`config.mk`:
```
export PLATFORM = sky130hd
export DESIGN_NAME = meter_frame_command_handler_core
export DESIGN_NICKNAME = d
export VERILOG_FILES = /design/src/design/mfch_pkg.sv /design/src/design/mfch_rx.sv /design/src/design/mfch_seq.sv /design/src/design/meter_frame_command_handler_core.sv
export VERILOG_INCLUDE_DIRS = /design/src /design/src/design
export SDC_FILE = /design/constraint.sdc
export NUM_CORES = 1
export LEC_CHECK = 0
export ABC_CLOCK_PERIOD_IN_PS = 3640
export BUFFER_PORTS_ARGS = -buffer_cell sky130_fd_sc_hd__buf_4
export CORE_ASPECT_RATIO = 1.75
export CORE_MARGIN = 2
export CORE_UTILIZATION = 55
export CTS_CLUSTER_SIZE = 12
export DETAILED_ROUTE_END_ITERATION = 7
export GPL_TIMING_DRIVEN = 1
export PLACE_DENSITY = 0.75
export SKIP_CTS_REPAIR_TIMING = 1
export SYNTH_ARGS = -nofsm -noshare
export SYNTH_HDL_FRONTEND = slang
export SYNTH_HIERARCHICAL = 1
export SYNTH_SLANG_ARGS = --single-unit
```
`constraint.sdc`:
```
create_clock -name clock -period 3.64 [get_ports clock]
set_input_delay 0.182 -clock clock [delete_from_list [all_inputs] [get_ports clock]]
set_output_delay 0.182 -clock clock [all_outputs]
set_load 0.02 [all_outputs]
```
`src/design/meter_frame_command_handler_core_macros.svh`:
```
// Assertion macros shared by the meter frame command handler modules.
`ifndef METER_FRAME_COMMAND_HANDLER_CORE_MACROS_SVH
`define METER_FRAME_COMMAND_HANDLER_CORE_MACROS_SVH

`ifndef SYNTH

`define MFCH_ASSERT_IMP(label, clk, rst, ante, cons, msg) \
   label: assert property (@(posedge clk) disable iff (rst) (ante) |-> (cons)) \
      else $error(msg);

`define MFCH_ASSERT_NXT(label, clk, rst, ante, cons, msg) \
   label: assert property (@(posedge clk) disable iff (rst) (ante) |=> (cons)) \
      else $error(msg);

`else

`define MFCH_ASSERT_IMP(label, clk, rst, ante, cons, msg)

`define MFCH_ASSERT_NXT(label, clk, rst, ante, cons, msg)

`endif

`endif

```
`src/design/mfch_pkg.sv`:
```
// Types, constants and the control program of the meter frame command handler.
package mfch_pkg;

   localparam logic OP_BYTE = 1'b0;
   localparam logic OP_TICK = 1'b1;

   localparam logic [1:0] REG_TIMEOUT    = 2'd0;
   localparam logic [1:0] REG_MAX_WIDTH  = 2'd1;
   localparam logic [1:0] REG_MAX_HEIGHT = 2'd2;

   localparam logic [15:0] TIMEOUT_RESET    = 16'd5000;
   localparam logic [9:0]  MAX_WIDTH_RESET  = 10'd640;
   localparam logic [9:0]  MAX_HEIGHT_RESET = 10'd480;

   localparam logic [7:0] START_BYTE     = 8'h68;
   localparam logic [7:0] END_BYTE       = 8'h16;
   localparam logic [7:0] CTRL_BYTE      = 8'h10;
   localparam logic [7:0] ADDR_FILL      = 8'hAA;
   localparam logic [7:0] CMD_GET_DATA   = 8'h17;
   localparam logic [7:0] CMD_SET_CENTRE = 8'h18;
   localparam logic [7:0] CMD_GET_CENTRE = 8'h19;
   localparam logic [7:0] RSP_SET_CENTRE = 8'h98;
   localparam logic [7:0] RSP_GET_CENTRE = 8'h99;
   localparam logic [7:0] LEN_SET_ACK    = 8'h03;
   localparam logic [7:0] LEN_GET_REPLY  = 8'h0A;
   localparam logic [7:0] LEN_HIGH       = 8'h00;
   localparam logic [7:0] STATUS_OK      = 8'h01;
   localparam logic [7:0] DATA_TAG       = 8'h01;

   localparam logic [4:0] FRAME_LEN  = 5'd23;
   localparam logic [4:0] CMD_INDEX  = 5'd9;
   localparam logic [4:0] SUM_FIRST  = 5'd11;
   localparam logic [4:0] SUM_LAST   = 5'd20;
   localparam logic [4:0] X_INDEX    = 5'd13;
   localparam logic [4:0] CHK_INDEX  = 5'd21;
   localparam logic [4:0] LAST_INDEX = 5'd22;
   localparam int         FIELD_BYTES = 8;

   localparam int         PC_WIDTH   = 5;
   localparam logic [PC_WIDTH-1:0] ENTRY_GET_DATA   = 5'd0;
   localparam logic [PC_WIDTH-1:0] ENTRY_SET_CENTRE = 5'd1;
   localparam logic [PC_WIDTH-1:0] ENTRY_GET_CENTRE = 5'd2;
   localparam logic [PC_WIDTH-1:0] PC_FILL_LOOP     = 5'd4;
   localparam logic [PC_WIDTH-1:0] PC_GET_TAIL      = 5'd13;
   localparam logic [2:0]          FILL_COUNT       = 3'd7;

   typedef enum logic [3:0] {
      SRC_LIT, SRC_PKT, SRC_REPLY, SRC_SUM,
      SRC_CX_LO, SRC_CX_HI, SRC_CY_LO, SRC_CY_HI,
      SRC_W_LO, SRC_W_HI, SRC_H_LO, SRC_H_HI
   } src_type;

   typedef enum logic [1:0] {SUM_NONE, SUM_LOAD, SUM_ADD} sum_op_type;

   typedef enum logic [1:0] {COND_NEXT, COND_LOOP, COND_GET} cond_type;

   typedef struct packed {
      src_type             src;
      logic [7:0]          lit;
      logic                emit;
      logic                kind;
      logic                last;
      sum_op_type          sum_op;
      logic                loop_load;
      logic                store;
      cond_type            cond;
      logic [PC_WIDTH-1:0] target;
   } ucode_type;

   typedef struct packed {
      logic                valid;
      logic [PC_WIDTH-1:0] entry;
      logic                is_get;
   } start_type;

   typedef struct packed {
      logic [15:0] x;
      logic [15:0] y;
      logic [15:0] w;
      logic [15:0] h;
   } frame_fields_type;

   function automatic ucode_type ucode_rom(input logic [PC_WIDTH-1:0] addr);
      ucode_type word;
      word = '{src: SRC_LIT, lit: 8'h00, emit: 1'b1, kind: 1'b0, last: 1'b0,
               sum_op: SUM_ADD, loop_load: 1'b0, store: 1'b0, cond: COND_NEXT,
               target: '0};
      case (addr)
         5'd0: begin
            word.src    = SRC_PKT;
            word.kind   = 1'b1;
            word.last   = 1'b1;
            word.sum_op = SUM_NONE;
         end
         5'd1: begin
            word.emit   = 1'b0;
            word.store  = 1'b1;
            word.sum_op = SUM_NONE;
         end
         5'd2: begin
            word.lit    = START_BYTE;
            word.sum_op = SUM_NONE;
         end
         5'd3: begin
            word.lit       = CTRL_BYTE;
            word.sum_op    = SUM_NONE;
            word.loop_load = 1'b1;
         end
         5'd4: begin
            word.lit    = ADDR_FILL;
            word.sum_op = SUM_NONE;
            word.cond   = COND_LOOP;
            word.target = PC_FILL_LOOP;
         end
         5'd5: begin
            word.src    = SRC_REPLY;
            word.sum_op = SUM_NONE;
            word.cond   = COND_GET;
            word.target = PC_GET_TAIL;
         end
         5'd6: begin
            word.lit    = LEN_SET_ACK;
            word.sum_op = SUM_LOAD;
         end
         5'd7:  word.lit = LEN_HIGH;
         5'd8:  word.lit = CMD_SET_CENTRE;
         5'd9:  word.lit = DATA_TAG;
         5'd10: word.lit = STATUS_OK;
         5'd11: begin
            word.src    = SRC_SUM;
            word.sum_op = SUM_NONE;
         end
         5'd12: begin
            word.lit    = END_BYTE;
            word.sum_op = SUM_NONE;
            word.last   = 1'b1;
         end
         5'd13: begin
            word.lit    = LEN_GET_REPLY;
            word.sum_op = SUM_LOAD;
         end
         5'd14: word.lit = LEN_HIGH;
         5'd15: word.lit = CMD_GET_CENTRE;
         5'd16: word.lit = DATA_TAG;
         5'd17: word.src = SRC_CX_LO;
         5'd18: word.src = SRC_CX_HI;
         5'd19: word.src = SRC_CY_LO;
         5'd20: word.src = SRC_CY_HI;
         5'd21: word.src = SRC_W_LO;
         5'd22: word.src = SRC_W_HI;
         5'd23: word.src = SRC_H_LO;
         5'd24: word.src = SRC_H_HI;
         5'd25: begin
            word.src    = SRC_SUM;
            word.sum_op = SUM_NONE;
         end
         5'd26: begin
            word.lit    = END_BYTE;
            word.sum_op = SUM_NONE;
            word.last   = 1'b1;
         end
         default: begin
            word.emit   = 1'b0;
            word.sum_op = SUM_NONE;
            word.last   = 1'b1;
         end
      endcase
      return word;
   endfunction

endpackage

```
`src/design/mfch_rx.sv`:
```
// Frame receiver: collects bytes, checks the frame, ages it with ticks and dispatches commands.
`include "meter_frame_command_handler_core_macros.svh"

module mfch_rx (
   input  logic                      clock,
   input  logic                      reset,
   input  logic                      accept,
   input  logic                      opcode,
   input  logic [7:0]                rx_byte,
   input  logic [15:0]               timeout_ticks,
   output mfch_pkg::start_type       start,
   output mfch_pkg::frame_fields_type fields
);
   import mfch_pkg::*;

   logic [4:0]  count_ff, count_in;
   logic        receiving_ff, receiving_in;
   logic [15:0] elapsed_ff, elapsed_in;
   logic [7:0]  cmd_ff, cmd_in;
   logic [7:0]  sum_ff, sum_in;
   logic [7:0]  chk_ff, chk_in;
   logic [7:0]  data_ff [FIELD_BYTES];
   logic [7:0]  data_in [FIELD_BYTES];
   logic        is_start;

   always_comb begin
      count_in     = count_ff;
      receiving_in = receiving_ff;
      elapsed_in   = elapsed_ff;
      cmd_in       = cmd_ff;
      sum_in       = sum_ff;
      chk_in       = chk_ff;
      data_in      = data_ff;
      start        = '0;
      is_start     = !receiving_ff && (rx_byte == START_BYTE);
      if (accept) begin
         if (opcode == OP_TICK) begin
            if (receiving_ff) begin
               if (elapsed_ff != 16'hFFFF) begin
                  elapsed_in = elapsed_ff + 16'd1;
               end
               if (elapsed_in >= timeout_ticks && count_ff != 5'd0) begin
                  receiving_in = 1'b0;
                  count_in     = 5'd0;
                  elapsed_in   = 16'd0;
               end
            end
         end else begin
            if (is_start) begin
               receiving_in = 1'b1;
               elapsed_in   = 16'd0;
            end
            if ((receiving_ff || is_start) && count_ff < FRAME_LEN) begin
               count_in = count_ff + 5'd1;
               if (count_ff == CMD_INDEX) begin
                  cmd_in = rx_byte;
               end
               if (count_ff == SUM_FIRST) begin
                  sum_in = rx_byte;
               end else if (count_ff > SUM_FIRST && count_ff <= SUM_LAST) begin
                  sum_in = sum_ff + rx_byte;
               end
               if (count_ff == CHK_INDEX) begin
                  chk_in = rx_byte;
               end
               for (int i = 0; i < FIELD_BYTES; i++) begin
                  if (count_ff == X_INDEX + 5'(i)) begin
                     data_in[i] = rx_byte;
                  end
               end
               if (count_ff == LAST_INDEX && rx_byte == END_BYTE && chk_ff == sum_ff) begin
                  receiving_in = 1'b0;
                  count_in     = 5'd0;
                  elapsed_in   = 16'd0;
                  case (cmd_ff)
                     CMD_GET_DATA: begin
                        start = '{valid: 1'b1, entry: ENTRY_GET_DATA, is_get: 1'b0};
                     end
                     CMD_SET_CENTRE: begin
                        start = '{valid: 1'b1, entry: ENTRY_SET_CENTRE, is_get: 1'b0};
                     end
                     CMD_GET_CENTRE: begin
                        start = '{valid: 1'b1, entry: ENTRY_GET_CENTRE, is_get: 1'b1};
                     end
                     default: start = '0;
                  endcase
               end
            end
         end
      end
   end

   always_ff @(posedge clock) begin
      if (reset) begin
         count_ff     <= 5'd0;
         receiving_ff <= 1'b0;
         elapsed_ff   <= 16'd0;
      end else begin
         count_ff     <= count_in;
         receiving_ff <= receiving_in;
         elapsed_ff   <= elapsed_in;
      end
   end

   always_ff @(posedge clock) begin
      cmd_ff  <= cmd_in;
      sum_ff  <= sum_in;
      chk_ff  <= chk_in;
      data_ff <= data_in;
   end

   assign fields.x = {data_ff[1], data_ff[0]};
   assign fields.y = {data_ff[3], data_ff[2]};
   assign fields.w = {data_ff[5], data_ff[4]};
   assign fields.h = {data_ff[7], data_ff[6]};

   `MFCH_ASSERT_IMP(a_count_in_range, clock, reset, 1'b1, count_ff <= FRAME_LEN, "count overrun")
   `MFCH_ASSERT_IMP(a_idle_empty, clock, reset, !receiving_ff, count_ff == 5'd0, "stale count")
   `MFCH_ASSERT_NXT(a_start_clears, clock, reset, start.valid, !receiving_ff && count_ff == 5'd0, "frame kept")

endmodule

```
`src/design/mfch_seq.sv`:
```
// Microcoded reply sequencer: control program, centre registers and the result register.
`include "meter_frame_command_handler_core_macros.svh"

module mfch_seq (
   input  logic                       clock,
   input  logic                       reset,
   input  mfch_pkg::start_type        start,
   input  mfch_pkg::frame_fields_type fields,
   input  logic [9:0]                 max_width,
   input  logic [9:0]                 max_height,
   output logic                       busy,
   output logic                       rsp_valid,
   input  logic                       rsp_stall,
   output logic                       rsp_kind,
   output logic [7:0]                 rsp_out_byte,
   output logic                       rsp_last
);
   import mfch_pkg::*;

   logic                busy_ff, busy_in;
   logic [PC_WIDTH-1:0] pc_ff, pc_in;
   logic                is_get_ff, is_get_in;
   logic [2:0]          loop_ff, loop_in;
   logic [7:0]          sum_ff, sum_in;
   logic [9:0]          cx_ff, cx_in, cy_ff, cy_in, cw_ff, cw_in, ch_ff, ch_in;
   logic                rsp_valid_ff, rsp_valid_in;
   logic                rsp_kind_ff, rsp_kind_in;
   logic [7:0]          rsp_byte_ff, rsp_byte_in;
   logic                rsp_last_ff, rsp_last_in;
   ucode_type           uw;
   logic [7:0]          data;
   logic                fire;

   always_comb begin
      uw = ucode_rom(pc_ff);
      case (uw.src)
         SRC_LIT:   data = uw.lit;
         SRC_PKT:   data = fields.x[7:0];
         SRC_REPLY: data = is_get_ff ? RSP_GET_CENTRE : RSP_SET_CENTRE;
         SRC_SUM:   data = sum_ff;
         SRC_CX_LO: data = cx_ff[7:0];
         SRC_CX_HI: data = {6'd0, cx_ff[9:8]};
         SRC_CY_LO: data = cy_ff[7:0];
         SRC_CY_HI: data = {6'd0, cy_ff[9:8]};
         SRC_W_LO:  data = cw_ff[7:0];
         SRC_W_HI:  data = {6'd0, cw_ff[9:8]};
         SRC_H_LO:  data = ch_ff[7:0];
         SRC_H_HI:  data = {6'd0, ch_ff[9:8]};
         default:   data = uw.lit;
      endcase
      fire = busy_ff && (!uw.emit || !rsp_valid_ff || !rsp_stall);

      busy_in      = busy_ff;
      pc_in        = pc_ff;
      is_get_in    = is_get_ff;
      loop_in      = loop_ff;
      sum_in       = sum_ff;
      cx_in        = cx_ff;
      cy_in        = cy_ff;
      cw_in        = cw_ff;
      ch_in        = ch_ff;
      rsp_valid_in = rsp_stall ? rsp_valid_ff : 1'b0;
      rsp_kind_in  = rsp_kind_ff;
      rsp_byte_in  = rsp_byte_ff;
      rsp_last_in  = rsp_last_ff;

      if (start.valid) begin
         busy_in   = 1'b1;
         pc_in     = start.entry;
         is_get_in = start.is_get;
      end else if (fire) begin
         case (uw.sum_op)
            SUM_LOAD: sum_in = data;
            SUM_ADD:  sum_in = sum_ff + data;
            default:  sum_in = sum_ff;
         endcase
         if (uw.loop_load) begin
            loop_in = FILL_COUNT;
         end
         if (uw.store) begin
            cx_in = (fields.x >= {6'd0, max_width})  ? 10'd0 : fields.x[9:0];
            cy_in = (fields.y >= {6'd0, max_height}) ? 10'd0 : fields.y[9:0];
            cw_in = (fields.w >  {6'd0, max_width})  ? max_width : fields.w[9:0];
            ch_in = (fields.h >  {6'd0, max_height}) ? max_height : fields.h[9:0];
         end
         if (uw.emit) begin
            rsp_valid_in = 1'b1;
            rsp_kind_in  = uw.kind;
            rsp_byte_in  = data;
            rsp_last_in  = uw.last;
         end
         case (uw.cond)
            COND_LOOP: begin
               if (loop_ff != 3'd1) begin
                  loop_in = loop_ff - 3'd1;
                  pc_in   = uw.target;
               end else begin
                  pc_in = pc_ff + 5'd1;
               end
            end
            COND_GET: pc_in = is_get_ff ? uw.target : pc_ff + 5'd1;
            default:  pc_in = pc_ff + 5'd1;
         endcase
         if (uw.last) begin
            busy_in = 1'b0;
         end
      end
   end

   always_ff @(posedge clock) begin
      if (reset) begin
         busy_ff      <= 1'b0;
         pc_ff        <= '0;
         is_get_ff    <= 1'b0;
         loop_ff      <= 3'd0;
         cx_ff        <= 10'd0;
         cy_ff        <= 10'd0;
         cw_ff        <= 10'd0;
         ch_ff        <= 10'd0;
         rsp_valid_ff <= 1'b0;
      end else begin
         busy_ff      <= busy_in;
         pc_ff        <= pc_in;
         is_get_ff    <= is_get_in;
         loop_ff      <= loop_in;
         cx_ff        <= cx_in;
         cy_ff        <= cy_in;
         cw_ff        <= cw_in;
         ch_ff        <= ch_in;
         rsp_valid_ff <= rsp_valid_in;
      end
   end

   always_ff @(posedge clock) begin
      sum_ff      <= sum_in;
      rsp_kind_ff <= rsp_kind_in;
      rsp_byte_ff <= rsp_byte_in;
      rsp_last_ff <= rsp_last_in;
   end

   assign busy         = busy_ff;
   assign rsp_valid    = rsp_valid_ff;
   assign rsp_kind     = rsp_kind_ff;
   assign rsp_out_byte = rsp_byte_ff;
   assign rsp_last     = rsp_last_ff;

   `MFCH_ASSERT_IMP(a_start_when_idle, clock, reset, start.valid, !busy_ff, "start while busy")
   `MFCH_ASSERT_IMP(a_request_is_last, clock, reset, rsp_valid_ff && rsp_kind_ff, rsp_last_ff, "request not last")
   `MFCH_ASSERT_NXT(a_end_goes_idle, clock, reset, fire && uw.last, !busy_ff, "program kept running")

endmodule

```
`src/design/meter_frame_command_handler_core.sv`:
```
// Top level of the meter frame command handler: control registers, receiver and sequencer.
//
//   channel  direction  handshake              payload
//   req      in         req_valid / req_stall  req_opcode, req_rx_byte
//   rsp      out        rsp_valid / rsp_stall  rsp_kind, rsp_out_byte, rsp_last
//   csr      in         csr_write              csr_index, csr_data
//
// A tick or a byte that completes no command leaves req_stall low.
// A completed command runs its control program after the accept cycle: one step for a packet
// request, 18 for the set-centre ack and 24 for the get-centre reply, one step a cycle unless
// stalled. The next beat is taken once the program has loaded its final result into the output
// register. A stalled result register halts the program at its next emitting step.
// Reset is synchronous; no clearing pass is needed.
module meter_frame_command_handler_core (
   input  logic        clock,
   input  logic        reset,
   input  logic        req_valid,
   output logic        req_stall,
   input  logic        req_opcode,
   input  logic [7:0]  req_rx_byte,
   output logic        rsp_valid,
   input  logic        rsp_stall,
   output logic        rsp_kind,
   output logic [7:0]  rsp_out_byte,
   output logic        rsp_last,
   input  logic        csr_write,
   input  logic [1:0]  csr_index,
   input  logic [15:0] csr_data
);
   import mfch_pkg::*;

   logic [15:0]      timeout_ff;
   logic [9:0]       max_width_ff;
   logic [9:0]       max_height_ff;
   logic             busy;
   logic             accept;
   start_type        start;
   frame_fields_type fields;

   always_ff @(posedge clock) begin
      if (reset) begin
         timeout_ff    <= TIMEOUT_RESET;
         max_width_ff  <= MAX_WIDTH_RESET;
         max_height_ff <= MAX_HEIGHT_RESET;
      end else if (csr_write) begin
         unique case (csr_index)
            REG_TIMEOUT:    timeout_ff    <= csr_data;
            REG_MAX_WIDTH:  max_width_ff  <= csr_data[9:0];
            REG_MAX_HEIGHT: max_height_ff <= csr_data[9:0];
            default: ;
         endcase
      end
   end

   assign req_stall = busy;
   assign accept    = req_valid && !busy;

   mfch_rx u_rx (
      .clock         (clock),
      .reset         (reset),
      .accept        (accept),
      .opcode        (req_opcode),
      .rx_byte       (req_rx_byte),
      .timeout_ticks (timeout_ff),
      .start         (start),
      .fields        (fields)
   );

   mfch_seq u_seq (
      .clock        (clock),
      .reset        (reset),
      .start        (start),
      .fields       (fields),
      .max_width    (max_width_ff),
      .max_height   (max_height_ff),
      .busy         (busy),
      .rsp_valid    (rsp_valid),
      .rsp_stall    (rsp_stall),
      .rsp_kind     (rsp_kind),
      .rsp_out_byte (rsp_out_byte),
      .rsp_last     (rsp_last)
   );

endmodule
```
==> run summary, run 1 <==
Final worst setup slack: -0.296 ns
Final total power: 0.00505 W
Storage cell area: 5370 um^2
Worst slew pin tran: 1.20 ns
DRT iter0 DRCs: 582
Ant. Diodes: 0
H-tree levels: 1
I/O pins: 44
Cell Chain, Critical Path: inv_4 > ha_4 > and3b_2 > a211oi_4 > buf_4 > a21o_1 > mux2_4 > a32o_1 > o41a_1 > buf_4 > fa_2 > a21o_1 > a21oi_2 > o21bai_1 > a21oi_2 > xnor2_1 > mux2_2
Syn_area_per_cell: 10.2 um^2
Port Buffers: 43
Die width: 117 um
Post-DP Area: 13700 um^2
Die height: 202 um
Top FF cell, synth: dfxtp_1
Syn. warnings: 6
Hold Path Class: in2reg
Worst path max stage delay: 0.37 ns
Gr usage total: 0.284
Hold WS: -0.0133 ns
Static leakage: 5.82 nW
Detail Route Antenna Nets: 0
CP startpoint kind: flip-flop
First-pass GRT wire length: 51900 um
Fin. Hold Viols: 1
Placed cells: 1601
CTS clk-pin slew, worst paths: 0.06 ns
#FFs+latches synth: 215
Crit path DAT: 4.19 ns
Area Overhead vs Synth: 18.5%
Worst path slowest cell: dfxtp_4
Post-layout nets: 1467
DIE AREA: 23600 um^2
Post-synthesis cell count: 1208
Vias in the first global route: 10000
Seq/Total Area, Yosys: 0.436
Syn Std Cell Area: 12300 um^2
Min cycle time layout: 3.94 ns
Setup TNS: -0.776 ns
Final period util: 1.08
# DRC: 0
RSZ-0062 raised after global routing: true
# rows: 72
Dpl hpwl: 25000 um
Initial antenna violation count: 0
Status: complete, but fails checks
Slew HR: 0.198
CTS Sinks: 215
Fin area: 14600 um^2
Max clock buf depth: 3
Post-Route WL: 33000 um
CP required: 3.89 ns
Initial core utilization: 0.558
Slew Viols, Final: 0
Critical path class: reg2reg
Fmax: 254 MHz
Total gr overflow: 0
Max FO, Critical Path: 5
Vias per cell: 5.88
Post-synth ARST share: 0
Layout cells sized above 1: 0.204
Post-Layout Cell Count: 1657
Clock root cell: clkbuf_16
Multi-input combinational cell area: 6460 um^2
Gpl congestion: 0.971
Failing checks: negative hold slack, negative setup slack
PD cells: 346 nW/um^2
IR drop worst, VDD: 0.337 mV
Final setup fails: 4
CTS tree: done
Filler cells: 1796
Post-synth EDFFs: 106
Netlist cell types: 98
Via count: 9745
Worst Skew: 0.0125 ns
Core Area: 22100 um^2
Pre-antenna DRT Iters: 5
Crit end category: flip-flop
Clk_lat worst skew: 0.50 ns
Pin count of the biggest net entering global routing: 138
Max cap viols: 0
CTS buffer count: 22
Routed len/inst: 19.9 um
kinds of logic after synthesis:
logic type / synth area share
AO/OA/AOI/OAI: 0.163
XOR/XNOR: 0.0228
adder cells (fa/ha/maj): 0.0916
buffers and inverters: 0.0522
flip-flops: 0.436
multiplexers: 0.0683
other: 0.000305
AND/OR/NAND/NOR: 0.167
per-stage QoR:
| stage | utilization | worst slack [ns] |
|---|---|---|
| floorplan | - | -0.127 |
| global placement | 0.619 | -0.206 |
| detailed placement | 0.619 | -0.304 |
| CTS | 0.651 | -0.332 |
| global route | 0.661 | -0.451 |
| finish | 0.661 | -0.296 |
registers in the layout (all words and copies together), names as in the netlist, 8 cells and up:
signal and flops:
u_rx/fields 64, timeout_ff 16, u_rx/elapsed_ff 16, max_height_ff 10, max_width_ff 10, u_seq/ch_ff 10, u_seq/cw_ff 10, u_seq/cx_ff 10
u_seq/cy_ff 10, u_rx/chk_ff 8, u_rx/cmd_ff 8, u_rx/sum_ff 8, u_seq/rsp_out_byte 8, u_seq/sum_ff 8
cells in the mapped netlist, types with 6 or more instances:
cell        n  area share
clkbuf_1   27      0.0082
mux2_2     12       0.011
nand3_1    32       0.013
a211o_1     6      0.0043
and3_1     17      0.0086
a31oi_1    17      0.0086
o21ai_0    40       0.016
inv_1      84       0.026
a22o_1      9      0.0064
mux2i_1    69       0.056
dfxtp_1   109        0.18
a211oi_1    7      0.0043
nand4_1    10      0.0051
a21oi_1    45       0.018
nand2b_1   75       0.038
or3_1       7      0.0036
xor2_1     10      0.0071
xnor2_1    22       0.016
nor4_1      9      0.0046
nand2_1    74       0.023
nor2_1     83       0.025
nor2b_1    16      0.0081
buf_4       8      0.0049
o22ai_1     6      0.0030
o32ai_1    22       0.016
a211oi_2   21       0.021
o21a_1      8      0.0049
edfxtp_1  106        0.26
buf_2      12      0.0049
nor3_1     23      0.0093
ha_1       87       0.088
a21o_1     14      0.0085
worst max-delay path, delay by kind of cell, from the launching register on:
family	cells	cell delay (ns)
buf+inv	3	0.36
simple gates	1	0.23
mux	2	0.57
xor+xnor	1	0.07
fa+ha+maj	2	0.52
compound gates	8	1.59
flops	1	0.37
cell type report:
cell class                 instances  share of cell area
clock buffer                      38              0.0461
clock inverter                     1             0.00206
inverter                          85              0.0222
multi-input combinational        851               0.443
sequential                       215               0.368
tap                              296              0.0254
timing repair buffer             171              0.0935
power by group:
| group | internal, W | total (W) | switching, W |
|---|---|---|---|
| Clock | 0.00131 | 0.00221 | 0.000900 |
| Sequential | 0.00255 | 0.00256 | 0.0000137 |
| Combinational | 0.000117 | 0.000270 | 0.000154 |
cells in the final DEF, fill, tap and decap left out, types with 7 or more instances in the layout:
cell type	instances
buf_4	155
dfxtp_1	107
edfxtp_1	106
inv_1	82
ha_1	82
nor2_1	80
nand2b_1	75
nand2_1	72
mux2i_1	69
a21oi_1	41
o21ai_0	36
nand3_1	32
clkbuf_16	23
nor3_1	22
xnor2_1	22
o32ai_1	21
a211oi_2	20
a31oi_1	17
nor2b_1	16
and3_1	16
a21o_1	14
dlygate4sd3_1	12
clkbuf_1	11
mux2_2	11
nand4_1	10
xor2_1	10
a22o_1	9
o21a_1	8
nor4_1	7
a211oi_1	7
final timing paths:
| check | from | to | slack (ns) | cells after the start |
|---|---|---|---|---|
| setup / recovery | u_seq/pc_ff[1]$_SDFFE_PP0P_ | u_seq/sum_ff[6]$_DFFE_PP_ | -0.30 | 17 |
| hold / removal | csr_data[10] | timeout_ff[10]$_SDFFE_PP0P_ | -0.01 | 3 |
| setup reg to reg | u_seq/pc_ff[1]$_SDFFE_PP0P_ | u_seq/sum_ff[6]$_DFFE_PP_ | -0.30 | 17 |
| hold reg to reg | timeout_ff[11]$_SDFFE_PP0P_ | timeout_ff[11]$_SDFFE_PP0P_ | 0.47 | 2 |
metal layers:
metal	GRT usage	vias up	share of wire	wire length [um]
met5	0	-	0	0
met3	0.0270	127	0.032	1070
met1	0.289	4651	0.35	11500
met4	0.181	0	0.079	2610
li1	-	4713	-	-
met2	0.534	254	0.54	17900
(Power assumes the default switching activity.)
==> run 2, diff against run 1 <==
Settings changed: ABC_CLOCK_PERIOD_IN_PS 3640 to 3900, PLACE_DENSITY 0.75 to 0.72, RECOVER_POWER set to 50, SYNTH_HIERARCHICAL 1 to not set.
Clock period 3.64 ns to 3.9 ns, I/O delays scaled along.
==> run 2 against run 1 <==
The flow finishes with violations (design-rule violations); final cell count is 6.0% lower; sequential share of layout area up 2.3 points; utilization up 1.2 points; critical path type unchanged; critical endpoint is now u_seq.sum_ff[7]$_DFFE_PP_; largest power group unchanged.
==> run summary, run 2 <==
DRT iter0 DRCs: 504 (-13%)
#FFs+latches synth: 215 (unchanged)
Core Area: 20400 um^2 (-7.7%)
PD cells: 332 nW/um^2 (-4.0%)
Min cycle time layout: 3.77 ns (-0.170 ns)
Port Buffers: 43 (unchanged)
Worst path top cell family by delay: compound AO/OA/AOI/OAI gates
Static leakage: 5.23 nW (-10%)
Syn nets: 1273
Status: complete, but fails checks
Netlist cell types: 74 (-24%)
DIE AREA: 22000 um^2 (-6.8%)
CTS buffer count: 22 (unchanged)
Gr usage total: 0.278 (-0.00646)
Hold Path Class: in2reg
Fmax: 266 MHz (+4.5%)
Layout cells sized above 1: 0.166 (-0.0371)
# DRC: 5 (+5)
Gpl congestion: 0.976 (+0.51%)
Yosys top cell by area: edfxtp_1
Final period util: 0.966 (-0.116)
Ant. Diodes: 0 (unchanged)
First-pass GRT wire length: 48100 um (-7.3%)
Failing checks: design-rule violations
Post-synthesis cell count: 1152 (-4.6%)
IR drop worst, VDD: 0.382 mV (+13%)
Worst path max stage delay: 0.58 ns (+0.21 ns)
Top FF cell, synth: dfxtp_1
Syn_area_per_cell: 9.95 um^2 (-2.4%)
Most frequent cells in the layout: 127 x buf_4, 113 x nand2_1, 106 x dfxtp_1, 106 x edfxtp_1, 90 x nor2_1
Dpl hpwl: 22900 um (-8.7%)
Detail Route Antenna Nets: 0 (unchanged)
Slew HR: 0.339 (+0.141)
CP required: 4.16 ns (+0.27 ns)
Seq/Total Area, Yosys: 0.468 (+0.0325)
Vias in the first global route: 9402 (-6.1%)
I/O pins: 44 (unchanged)
Pre-antenna DRT Iters: 7 (+2)
Area Overhead vs Synth: 19.7%
Syn Std Cell Area: 11500 um^2 (-6.9%)
CTS Sinks: 215 (unchanged)
Initial core utilization: 0.562 (+0.00446)
Pin count of the biggest net entering global routing: 62 (-55%)
Count leader, synth: nand2_1
Max cap viols: 0 (unchanged)
Via count: 9359 (-4.0%)
Vias per cell: 6.01 (+2.1%)
Worst Skew: 0.0175 ns (+0.00500 ns)
Crit path DAT: 4.02 ns (-0.17 ns)
Hold WS: 0.0000786 ns (+0.0134 ns)
Max FO, Critical Path: 6 (+1)
WP buf/inv: 3 (unchanged)
Die height: 195 um (-3.5%)
Worst path slowest cell: o41ai_2
Most common cell after layout, fill and taps aside: buf_4
H-tree levels: 1 (unchanged)
Post-layout nets: 1415 (-3.5%)
Max reg flops: 64 (unchanged)
Post-synth ARST share: 0 (unchanged)
Total gr overflow: 0 (unchanged)
Final setup fails: 0 (-4)
# rows: 69 (-4.2%)
Final Core Density: 0.673 (+0.0123)
Routed len/inst: 20.0 um (+0.18%)
Initial antenna violation count: 0 (unchanged)
Post-Route WL: 31100 um (-5.8%)
Max clock buf depth: 3 (unchanged)
CP startpoint kind: flip-flop
Syn. warnings: 0 (-6)
Slew Viols, Final: 0 (unchanged)
Clock root cell: clkbuf_16
RSZ-0062 raised after global routing: true
Post-synth EDFFs: 106 (unchanged)
Fin. Hold Viols: 0 (-1)
Worst slew pin tran: 0.991 ns (-0.204 ns)
Cell Chain, Critical Path: inv_4 > ha_4 > buf_6 > buf_4 > o41ai_2 > a22oi_1 > nor2_1 > o22ai_1 > a41oi_1 > ha_1 > a21o_1 > a21oi_2 > o21ai_1 > o41ai_2 > xnor2_1 > nand2_1 > xnor2_1
Crit end category: flip-flop
Clk_lat worst skew: 0.51 ns (about the same)
Top cells by area, synth: edfxtp_1 28%, dfxtp_1 19%, ha_1 9.5%, nand2_1 3.7%, mux2i_1 3.1%
Die width: 113 um (-3.4%)
Critical path class: reg2reg
CTS clk-pin slew, worst paths: 0.06 ns (about the same)
Synth cell count leaders: 113 x nand2_1, 109 x dfxtp_1, 106 x edfxtp_1
Synth top area share: 0.278 (+0.0193)
CTS tree: done
[run 2: final cells by class]
type                       count  area, um^2
timing repair buffer         171        1250
clock buffer                  38         631
inverter                      72         275
clock inverter                 2        25.0
sequential                   215        5370
tap                          248         310
fill                        1607        6660
multi-input combinational    812        5850
[run 2: worst paths after layout]
| path | from | end | slack, ns | cells after the start |
|---|---|---|---|---|
| worst max register to register | u_seq.pc_ff[0]$_SDFFE_PP0P_ | u_seq.sum_ff[7]$_DFFE_PP_ | 0.13 | 17 |
| worst min-delay path | csr_data[4] | timeout_ff[4]$_SDFFE_PP0P_ | 0.00008 | 3 |
| worst min register to register | timeout_ff[1]$_SDFFE_PP0P_ | timeout_ff[1]$_SDFFE_PP0P_ | 0.45 | 2 |
| worst max-delay path | u_seq.pc_ff[0]$_SDFFE_PP0P_ | u_seq.sum_ff[7]$_DFFE_PP_ | 0.13 | 17 |
[run 2: metrics by stage]
stage / instance area (um^2) / TNS (ns) / std cells / setup slack, ns / power [W]
2_1_floorplan: 11500 / 0 / 1152 / 0.00377 / 0.00255
3_3_place_gp: 12700 / -0.0642 / 1492 / -0.0623 / 0.00265
3_5_place_dp: 12700 / -0.306 / 1492 / -0.161 / 0.00265
4_1_cts: 13400 / -0.318 / 1532 / -0.163 / 0.00457
5_1_grt: 13700 / -0.183 / 1558 / -0.0943 / 0.00468
6_report: 13700 / 0 / 1558 / 0.134 / 0.00455
[run 2: worst min-delay path: stages]
cell     delay (ns)
buf_4          0.15
nand2_1        0.06
a21oi_1        0.05
[run 2: cells by family after synthesis]
| logic type | count (synthesis) | share of synthesized area |
|---|---|---|
| xor+xnor | 35 | 0.0268 |
| mux | 43 | 0.0383 |
| compound gates | 281 | 0.170 |
| buf+inv | 126 | 0.0426 |
| fa+ha+maj | 89 | 0.0985 |
| simple gates | 363 | 0.155 |
| flops | 215 | 0.468 |
[run 2: metal layers]
layer	wire length (um)	GRT usage
met4	1980	0.159
met3	1270	0.0315
met5	0	0
met2	16700	0.529
met1	11100	0.286
[run 2: report_power, final]
| group | switching (W) | internal (W) | total, W |
|---|---|---|---|
| Combinational | 0.000141 | 0.0000843 | 0.000225 |
| Clock | 0.000842 | 0.00110 | 0.00194 |
| Sequential | 0.00000998 | 0.00238 | 0.00239 |
| Total | 0.000993 | 0.00356 | 0.00455 |
